`config.mk`:
```
export PLATFORM = sky130hd
export DESIGN_NAME = plateau_lr_reducer_top
export DESIGN_NICKNAME = d
export VERILOG_FILES = /design/src/hw/rtl/prl_pkg.sv /design/src/hw/rtl/plateau_lr_reducer_top.sv
export SDC_FILE = /design/constraint.sdc
export NUM_CORES = 2
export LEC_CHECK = 0
export BUFFER_PORTS_ARGS = -buffer_cell sky130_fd_sc_hd__buf_2
export CAP_MARGIN = 0
export CORE_MARGIN = 2
export CORE_UTILIZATION = 40
export DETAILED_ROUTE_END_ITERATION = 7
export MAX_ROUTING_LAYER = met4
export SYNTH_ARGS = -nofsm -noshare
export SYNTH_HDL_FRONTEND = slang
export SYNTH_SLANG_ARGS = --single-unit
```
`constraint.sdc`:
```
create_clock -name clk -period 16.6 [get_ports clk]
set_input_delay 3.32 -clock clk [delete_from_list [all_inputs] [get_ports clk]]
set_output_delay 3.32 -clock clk [all_outputs]
set_load 0.03 [all_outputs]
```
`src/hw/rtl/prl_pkg.sv`:
```
// Package with widths, register indexes and reset values of the plateau rate reducer.
package prl_pkg;

    localparam int METRIC_W = 32;
    localparam int RATE_W   = 32;
    localparam int FACTOR_W = 16;
    localparam int COUNT_W  = 16;
    localparam int THRESH_W = 31;
    localparam int BAD_W    = 17;
    localparam int CFG_IDX_W  = 3;
    localparam int CFG_DATA_W = 32;

    localparam logic [BAD_W-1:0] BAD_COUNT_MAX = '1;

    localparam logic [CFG_IDX_W-1:0] REG_MAXIMIZE    = 3'd0;
    localparam logic [CFG_IDX_W-1:0] REG_ABS_THRESH  = 3'd1;
    localparam logic [CFG_IDX_W-1:0] REG_DECAY       = 3'd2;
    localparam logic [CFG_IDX_W-1:0] REG_PATIENCE    = 3'd3;
    localparam logic [CFG_IDX_W-1:0] REG_THRESHOLD   = 3'd4;
    localparam logic [CFG_IDX_W-1:0] REG_COOLDOWN    = 3'd5;
    localparam logic [CFG_IDX_W-1:0] REG_RATE_FLOOR  = 3'd6;
    localparam logic [CFG_IDX_W-1:0] REG_MIN_CHANGE  = 3'd7;

    localparam logic [FACTOR_W-1:0] DECAY_RESET     = 16'd6554;
    localparam logic [COUNT_W-1:0]  PATIENCE_RESET  = 16'd10;
    localparam logic [THRESH_W-1:0] THRESHOLD_RESET = 31'd655;
    localparam logic [RATE_W-1:0]   MIN_CHANGE_RESET = 32'd2;

endpackage

```
`src/hw/rtl/plateau_lr_reducer_top.sv`:
```
// Top level of the plateau learning-rate reducer: input register, decision logic, result register.
//
// Usage: one beat on the input channel carries an epoch metric (signed Q16.16)
// and the optimizer's current rate (unsigned Q4.28). Each input beat yields
// exactly one result beat with the rate to apply, a reduced flag and an
// improved flag. Both channels use valid and stall; a beat moves on a rising
// edge where valid is high and stall is low.
// A beat lands in the input register; when it moves on, the result register
// is written together with the best metric, the bad-epoch count and the
// cooldown count. The next beat therefore sees them at once, and one beat per
// cycle is sustained while the receiver does not stall. The decision logic
// between the two registers holds one 32x33 signed multiply and compare for
// the threshold test and one 32x16 multiply for the decayed rate.
// When the receiver stalls, the result holds and the input register still
// takes one more beat; in_stall rises only while both registers are full and
// out_stall is high.
// Reset clears all valid flags and state and loads the register defaults.
// Configuration writes take effect at the write edge, meant for idle times.
module plateau_lr_reducer_top
(
    input  logic                                   clk,
    input  logic                                   rst_n,
    input  logic                                   cfg_write,
    input  logic [prl_pkg::CFG_IDX_W-1:0]          cfg_index,
    input  logic [prl_pkg::CFG_DATA_W-1:0]         cfg_data,
    input  logic                                   in_valid,
    output logic                                   in_stall,
    input  logic signed [prl_pkg::METRIC_W-1:0]    metric,
    input  logic [prl_pkg::RATE_W-1:0]             current_rate,
    output logic                                   out_valid,
    input  logic                                   out_stall,
    output logic [prl_pkg::RATE_W-1:0]             new_rate,
    output logic                                   reduced,
    output logic                                   improved
);

    // Configuration registers
    logic                              maximize_reg;
    logic                              abs_thresh_reg;
    logic [prl_pkg::FACTOR_W-1:0]      decay_reg;
    logic [prl_pkg::COUNT_W-1:0]       patience_reg;
    logic [prl_pkg::THRESH_W-1:0]      threshold_reg;
    logic [prl_pkg::COUNT_W-1:0]       cooldown_cfg_reg;
    logic [prl_pkg::RATE_W-1:0]        rate_floor_reg;
    logic [prl_pkg::RATE_W-1:0]        min_change_reg;

    // Tracking state
    logic signed [prl_pkg::METRIC_W-1:0] best_reg;
    logic                                best_valid_reg;
    logic [prl_pkg::BAD_W-1:0]           bad_count_reg;
    logic [prl_pkg::COUNT_W-1:0]         cooldown_reg;

    // Pipeline registers
    logic                                s1_valid_reg;
    logic signed [prl_pkg::METRIC_W-1:0] s1_metric_reg;
    logic [prl_pkg::RATE_W-1:0]          s1_rate_reg;
    logic                                out_valid_reg;
    logic [prl_pkg::RATE_W-1:0]          new_rate_reg;
    logic                                reduced_reg;
    logic                                improved_reg;

    logic                                out_free;
    logic                                advance;
    logic                                in_take;

    logic signed [32:0]                  thr_s;
    logic signed [32:0]                  scale;
    logic signed [64:0]                  rel_lhs;
    logic signed [64:0]                  rel_rhs;
    logic signed [33:0]                  best_ext;
    logic signed [33:0]                  thr_ext;
    logic signed [33:0]                  metric_ext;
    logic signed [33:0]                  abs_hi;
    logic signed [33:0]                  abs_lo;
    logic                                beats;

    logic [prl_pkg::BAD_W-1:0]           bad_step;
    logic [prl_pkg::BAD_W-1:0]           bad_after;
    logic                                over_patience;
    logic [prl_pkg::RATE_W+prl_pkg::FACTOR_W-1:0] prod;
    logic [prl_pkg::RATE_W-1:0]          decayed;
    logic [prl_pkg::RATE_W-1:0]          cand;
    logic signed [33:0]                  drop;
    logic                                apply_cut;

    logic signed [prl_pkg::METRIC_W-1:0] best_next;
    logic                                best_valid_next;
    logic [prl_pkg::BAD_W-1:0]           bad_count_next;
    logic [prl_pkg::COUNT_W-1:0]         cooldown_next;
    logic [prl_pkg::RATE_W-1:0]          new_rate_next;

    assign out_free = !out_valid_reg || !out_stall;
    assign advance  = s1_valid_reg && out_free;
    assign in_stall = s1_valid_reg && !out_free;
    assign in_take  = in_valid && !in_stall;

    always_ff @(posedge clk or negedge rst_n)
    begin
        if (!rst_n)
        begin
            maximize_reg     <= 1'b0;
            abs_thresh_reg   <= 1'b0;
            decay_reg        <= prl_pkg::DECAY_RESET;
            patience_reg     <= prl_pkg::PATIENCE_RESET;
            threshold_reg    <= prl_pkg::THRESHOLD_RESET;
            cooldown_cfg_reg <= '0;
            rate_floor_reg   <= '0;
            min_change_reg   <= prl_pkg::MIN_CHANGE_RESET;
        end
        else if (cfg_write)
        begin
            unique case (cfg_index)
                prl_pkg::REG_MAXIMIZE:   maximize_reg     <= cfg_data[0];
                prl_pkg::REG_ABS_THRESH: abs_thresh_reg   <= cfg_data[0];
                prl_pkg::REG_DECAY:      decay_reg        <= cfg_data[prl_pkg::FACTOR_W-1:0];
                prl_pkg::REG_PATIENCE:   patience_reg     <= cfg_data[prl_pkg::COUNT_W-1:0];
                prl_pkg::REG_THRESHOLD:  threshold_reg    <= cfg_data[prl_pkg::THRESH_W-1:0];
                prl_pkg::REG_COOLDOWN:   cooldown_cfg_reg <= cfg_data[prl_pkg::COUNT_W-1:0];
                prl_pkg::REG_RATE_FLOOR: rate_floor_reg   <= cfg_data[prl_pkg::RATE_W-1:0];
                prl_pkg::REG_MIN_CHANGE: min_change_reg   <= cfg_data[prl_pkg::RATE_W-1:0];
            endcase
        end
    end

    // Improvement test. Relative mode compares metric * 2^16 with
    // best * (2^16 -/+ threshold) exactly; absolute mode uses best -/+ threshold.
    always_comb
    begin
        thr_s   = signed'({2'b00, threshold_reg});
        scale   = maximize_reg ? (33'sd65536 + thr_s) : (33'sd65536 - thr_s);
        rel_lhs = signed'({{17{s1_metric_reg[31]}}, s1_metric_reg, 16'h0000});
        rel_rhs = best_reg * scale;
        best_ext   = signed'({{2{best_reg[31]}}, best_reg});
        metric_ext = signed'({{2{s1_metric_reg[31]}}, s1_metric_reg});
        thr_ext    = signed'({3'b000, threshold_reg});
        abs_hi     = best_ext + thr_ext;
        abs_lo     = best_ext - thr_ext;
        if (!best_valid_reg)
        begin
            beats = 1'b1;
        end
        else if (abs_thresh_reg)
        begin
            beats = maximize_reg ? (metric_ext > abs_hi) : (metric_ext < abs_lo);
        end
        else
        begin
            beats = maximize_reg ? (rel_lhs > rel_rhs) : (rel_lhs < rel_rhs);
        end
    end

    // Bad-epoch count, cooldown and the rate cut.
    always_comb
    begin
        if (beats)
        begin
            bad_step = '0;
        end
        else if (bad_count_reg != prl_pkg::BAD_COUNT_MAX)
        begin
            bad_step = bad_count_reg + 17'd1;
        end
        else
        begin
            bad_step = bad_count_reg;
        end

        bad_after     = (cooldown_reg != '0) ? '0 : bad_step;
        over_patience = bad_after > {1'b0, patience_reg};

        prod      = s1_rate_reg * decay_reg;
        decayed   = prod[prl_pkg::RATE_W+prl_pkg::FACTOR_W-1:prl_pkg::FACTOR_W];
        cand      = (decayed > rate_floor_reg) ? decayed : rate_floor_reg;
        drop      = signed'({2'b00, s1_rate_reg}) - signed'({2'b00, cand});
        apply_cut = over_patience && (drop > signed'({2'b00, min_change_reg}));

        best_next       = beats ? s1_metric_reg : best_reg;
        best_valid_next = best_valid_reg || beats;
        bad_count_next  = over_patience ? '0 : bad_after;
        if (over_patience)
        begin
            cooldown_next = cooldown_cfg_reg;
        end
        else if (cooldown_reg != '0)
        begin
            cooldown_next = cooldown_reg - 16'd1;
        end
        else
        begin
            cooldown_next = cooldown_reg;
        end
        new_rate_next = apply_cut ? cand : s1_rate_reg;
    end

    always_ff @(posedge clk or negedge rst_n)
    begin
        if (!rst_n)
        begin
            best_reg       <= '0;
            best_valid_reg <= 1'b0;
            bad_count_reg  <= '0;
            cooldown_reg   <= '0;
        end
        else if (advance)
        begin
            best_reg       <= best_next;
            best_valid_reg <= best_valid_next;
            bad_count_reg  <= bad_count_next;
            cooldown_reg   <= cooldown_next;
        end
    end

    always_ff @(posedge clk or negedge rst_n)
    begin
        if (!rst_n)
        begin
            s1_valid_reg  <= 1'b0;
            out_valid_reg <= 1'b0;
        end
        else
        begin
            if (in_take)
            begin
                s1_valid_reg <= 1'b1;
            end
            else if (advance)
            begin
                s1_valid_reg <= 1'b0;
            end
            if (advance)
            begin
                out_valid_reg <= 1'b1;
            end
            else if (!out_stall)
            begin
                out_valid_reg <= 1'b0;
            end
        end
    end

    always_ff @(posedge clk)
    begin
        if (in_take)
        begin
            s1_metric_reg <= metric;
            s1_rate_reg   <= current_rate;
        end
        if (advance)
        begin
            new_rate_reg <= new_rate_next;
            reduced_reg  <= apply_cut;
            improved_reg <= beats;
        end
    end

    assign out_valid = out_valid_reg;
    assign new_rate  = new_rate_reg;
    assign reduced   = reduced_reg;
    assign improved  = improved_reg;

endmodule

```
==> metrics <==
run status completed; routed len/inst 20.5 um; number of cells after detailed placement 10,300; remaining design rule violation count 0; # setup viols final 0; sequential area share after synthesis 0.111; max-slew violation count 0; I/O Buffers 139; slowest stage cell on the critical path sky130_fd_sc_hd__o21a_1; Worst Min Path Start best_valid_reg; via count of the first global-routing pass 59,600; worst reg-to-reg setup slack 890 ps; final net count 10,200; type of element launching the critical path flip-flop; cell repeated most along the worst path sky130_fd_sc_hd__fa_1; worst slack on hold paths 476 ps; weighted congestion reported at the end of routability-driven placement 0.972; Post-DRT Antenna Nets 0; width of the die 436 um; worst endpoint required time 17,070 ps; largest driver fanout on the critical path 25; initial core utilization 0.403; final worst clock skew 18.5 ps; number of instances on the worst hold path 2; class of the worst hold path reg -> reg; clock root buffer master sky130_fd_sc_hd__clkbuf_16; number of buffers added by the clock tree synthesis step 41; family with the most delay on the worst path compound AO/OA/AOI/OAI gates; wire length of the first global-routing pass 344,000 um; fin crit share 0.946; synth-to-layout area growth 7.05%; Remaining Overflow, GRT 0; Data arrival, critical path 16,180 ps; FILL cells 18,200; cell area after synthesis 74,600 um2; CP bufs+invs 7; syn_nets 10,200; initial DRC count 3,492; router iterations before antenna repair 8; floorplan die area 190,000 um2; I/O pins 140; Worst R2R Path Depth 58; setup repair after global routing missed its margin no; endpoint with the worst hold slack best_valid_reg; count of synthesis-stage warnings from yosys 0; proportion of synthesized flip-flops having asynchronous set or reset 0.685; fraction of final layout cells sized beyond drive strength 1 0.0743; Hold Violations, Final 0; measured slew at the worst slew-check pin 1170 ps; via density per instance 5.23; count of state elements after synthesis 311; maximum clock path buffer count 3; Vias 54,600; clock tree from TritonCTS yes; WS Path Type reg -> reg; most used flip-flop cell after synthesis sky130_fd_sc_hd__dfrtp_1; clock sinks 311; critical path's largest stage delay 600 ps; area taken by multi-input logic gates 59,000 um2; half-perimeter wire length of the detailed placement result 172,000 um; count of max-cap constraint violations 0; sum of routed wire length over all layers 214,000 um; most common cell after layout, fill and taps aside sky130_fd_sc_hd__inv_1; most frequent cells in the layout 1,650 x sky130_fd_sc_hd__inv_1, 1,532 x sky130_fd_sc_hd__fa_1, 1,003 x sky130_fd_sc_hd__nand2_1; total routing resource utilization after global routing 0.238; Syn Area/Cell 9.37 um2; largest net degree at the start of global routing 88; gate count of the mapped netlist 7,965; Row Count 158; Crit Reg-Reg Endpoint cooldown_reg[13]; number of enable flip-flop cells after synthesis 98; headroom to the max-slew limit 0.219; Reg-to-Reg Start threshold_reg[1]; initial antenna violation count 23; CP Capture Type flip-flop; post-place setup slack -308 ps; post-synthesis cell type count 91; utilization after layout 0.431; Sequential cell area 8300 um2; post-layout min period 15,710 ps; maximum achievable frequency 63.7 MHz; height of the die 436 um; number of standard cells in the final layout excluding fillers 10,400; Core Box Area 185,000 um2; later-pin clock latency in the skew report 590 ps; Clock Pin Slew Worst Setup and Hold Paths 70 ps; CTS HTree Levels 2; worst setup slack after layout 895 ps
Yosys cell counts (14+ instances only):
library cell | number | area [um2]
sky130_fd_sc_hd__inv_1 | 1650 | 6190
sky130_fd_sc_hd__fa_1 | 1532 | 30700
sky130_fd_sc_hd__nand2_1 | 1003 | 3760
sky130_fd_sc_hd__and2_1 | 713 | 4460
sky130_fd_sc_hd__ha_1 | 598 | 7480
sky130_fd_sc_hd__clkbuf_1 | 348 | 1310
sky130_fd_sc_hd__a21oi_1 | 244 | 1220
sky130_fd_sc_hd__dfrtp_1 | 197 | 4930
sky130_fd_sc_hd__nor2_1 | 182 | 683
sky130_fd_sc_hd__xnor2_1 | 171 | 1500
sky130_fd_sc_hd__o21ai_0 | 163 | 816
sky130_fd_sc_hd__mux2_2 | 149 | 1680
sky130_fd_sc_hd__edfxtp_1 | 98 | 2940
sky130_fd_sc_hd__a21o_1 | 97 | 728
sky130_fd_sc_hd__mux2i_1 | 66 | 661
sky130_fd_sc_hd__nand3_1 | 64 | 320
sky130_fd_sc_hd__nand4_1 | 63 | 394
sky130_fd_sc_hd__nor3_1 | 61 | 305
sky130_fd_sc_hd__nor2b_1 | 48 | 300
sky130_fd_sc_hd__xor2_1 | 48 | 420
sky130_fd_sc_hd__o21a_1 | 42 | 315
sky130_fd_sc_hd__o21bai_1 | 39 | 293
sky130_fd_sc_hd__nand2b_1 | 38 | 238
sky130_fd_sc_hd__a31oi_1 | 24 | 150
sky130_fd_sc_hd__a211oi_1 | 22 | 165
sky130_fd_sc_hd__and3_1 | 22 | 138
sky130_fd_sc_hd__nor4_1 | 21 | 131
sky130_fd_sc_hd__o211ai_1 | 18 | 135
sky130_fd_sc_hd__dfstp_2 | 16 | 420
sky130_fd_sc_hd__o31ai_1 | 15 | 113
sky130_fd_sc_hd__or3_1 | 14 | 87.6
tightest hold or removal path: stages, from the launching register on:
cell	delay (ps)
sky130_fd_sc_hd__dfrtp_1	320
sky130_fd_sc_hd__inv_1	60
sky130_fd_sc_hd__nand2_1	60
layer usage:
layer | up-vias | track usage | share of wire
met1 | 28400 | 0.311 | 0.43
met2 | 1597 | 0.390 | 0.48
li1 | 24300 | - | -
met4 | 0 | 0.0822 | 0.043
met3 | 344 | 0.0202 | 0.052
met5 | - | - | 0
what timing repair did:
| action | 4_1_cts | 5_1_grt |
|---|---|---|
| pin swaps | 0 | 3 |
| endpoints found under the setup margin | 54 | 65 |
| hold buffers | 0 | 0 |
| gates resized for setup | 2 | 11 |
| buffers inserted | 0 | 6 |
per-stage QoR:
stage               area, um2  setup TNS, ps
floorplan               74600              0
global placement        78300          -1480
detailed placement      78300          -7610
CTS                     79700              0
global route            79900              0
finish                  79900              0
cells by family after synthesis:
logic type	Yosys count	synth area share
simple gates	2268	0.149
fa+ha+maj	2130	0.511
buf+inv	2026	0.102
compound gates	794	0.0687
flops	311	0.111
xor+xnor	219	0.0257
mux	217	0.0317
worst max path at each step:
stage,start,endpoint,slack (ps),cells after the start
5_1_grt,threshold_reg[1],bad_count_reg[7],40,57
2_1_floorplan,threshold_reg[1],bad_count_reg[13],2120,54
4_1_cts,threshold_reg[1],new_rate[17],140,57
3_5_place_dp,threshold_reg[1],new_rate[17],-310,57
3_3_place_gp,threshold_reg[1],new_rate[17],-110,57
6_report,threshold_reg[1],cooldown_reg[13],890,58
layout make-up:
cell class,count,area share
well taps,2480,0.0388
inverters,1656,0.0778
multi-input cells,5628,0.739
flip-flops and latches,311,0.104
clock buffers,54,0.0142
diodes,15,0.000470
repair buffers,278,0.0225
clock inverters,22,0.00346
Power is not shown: default switching activity piles up to over one toggle a cycle in this logic, so the estimate is an artifact.
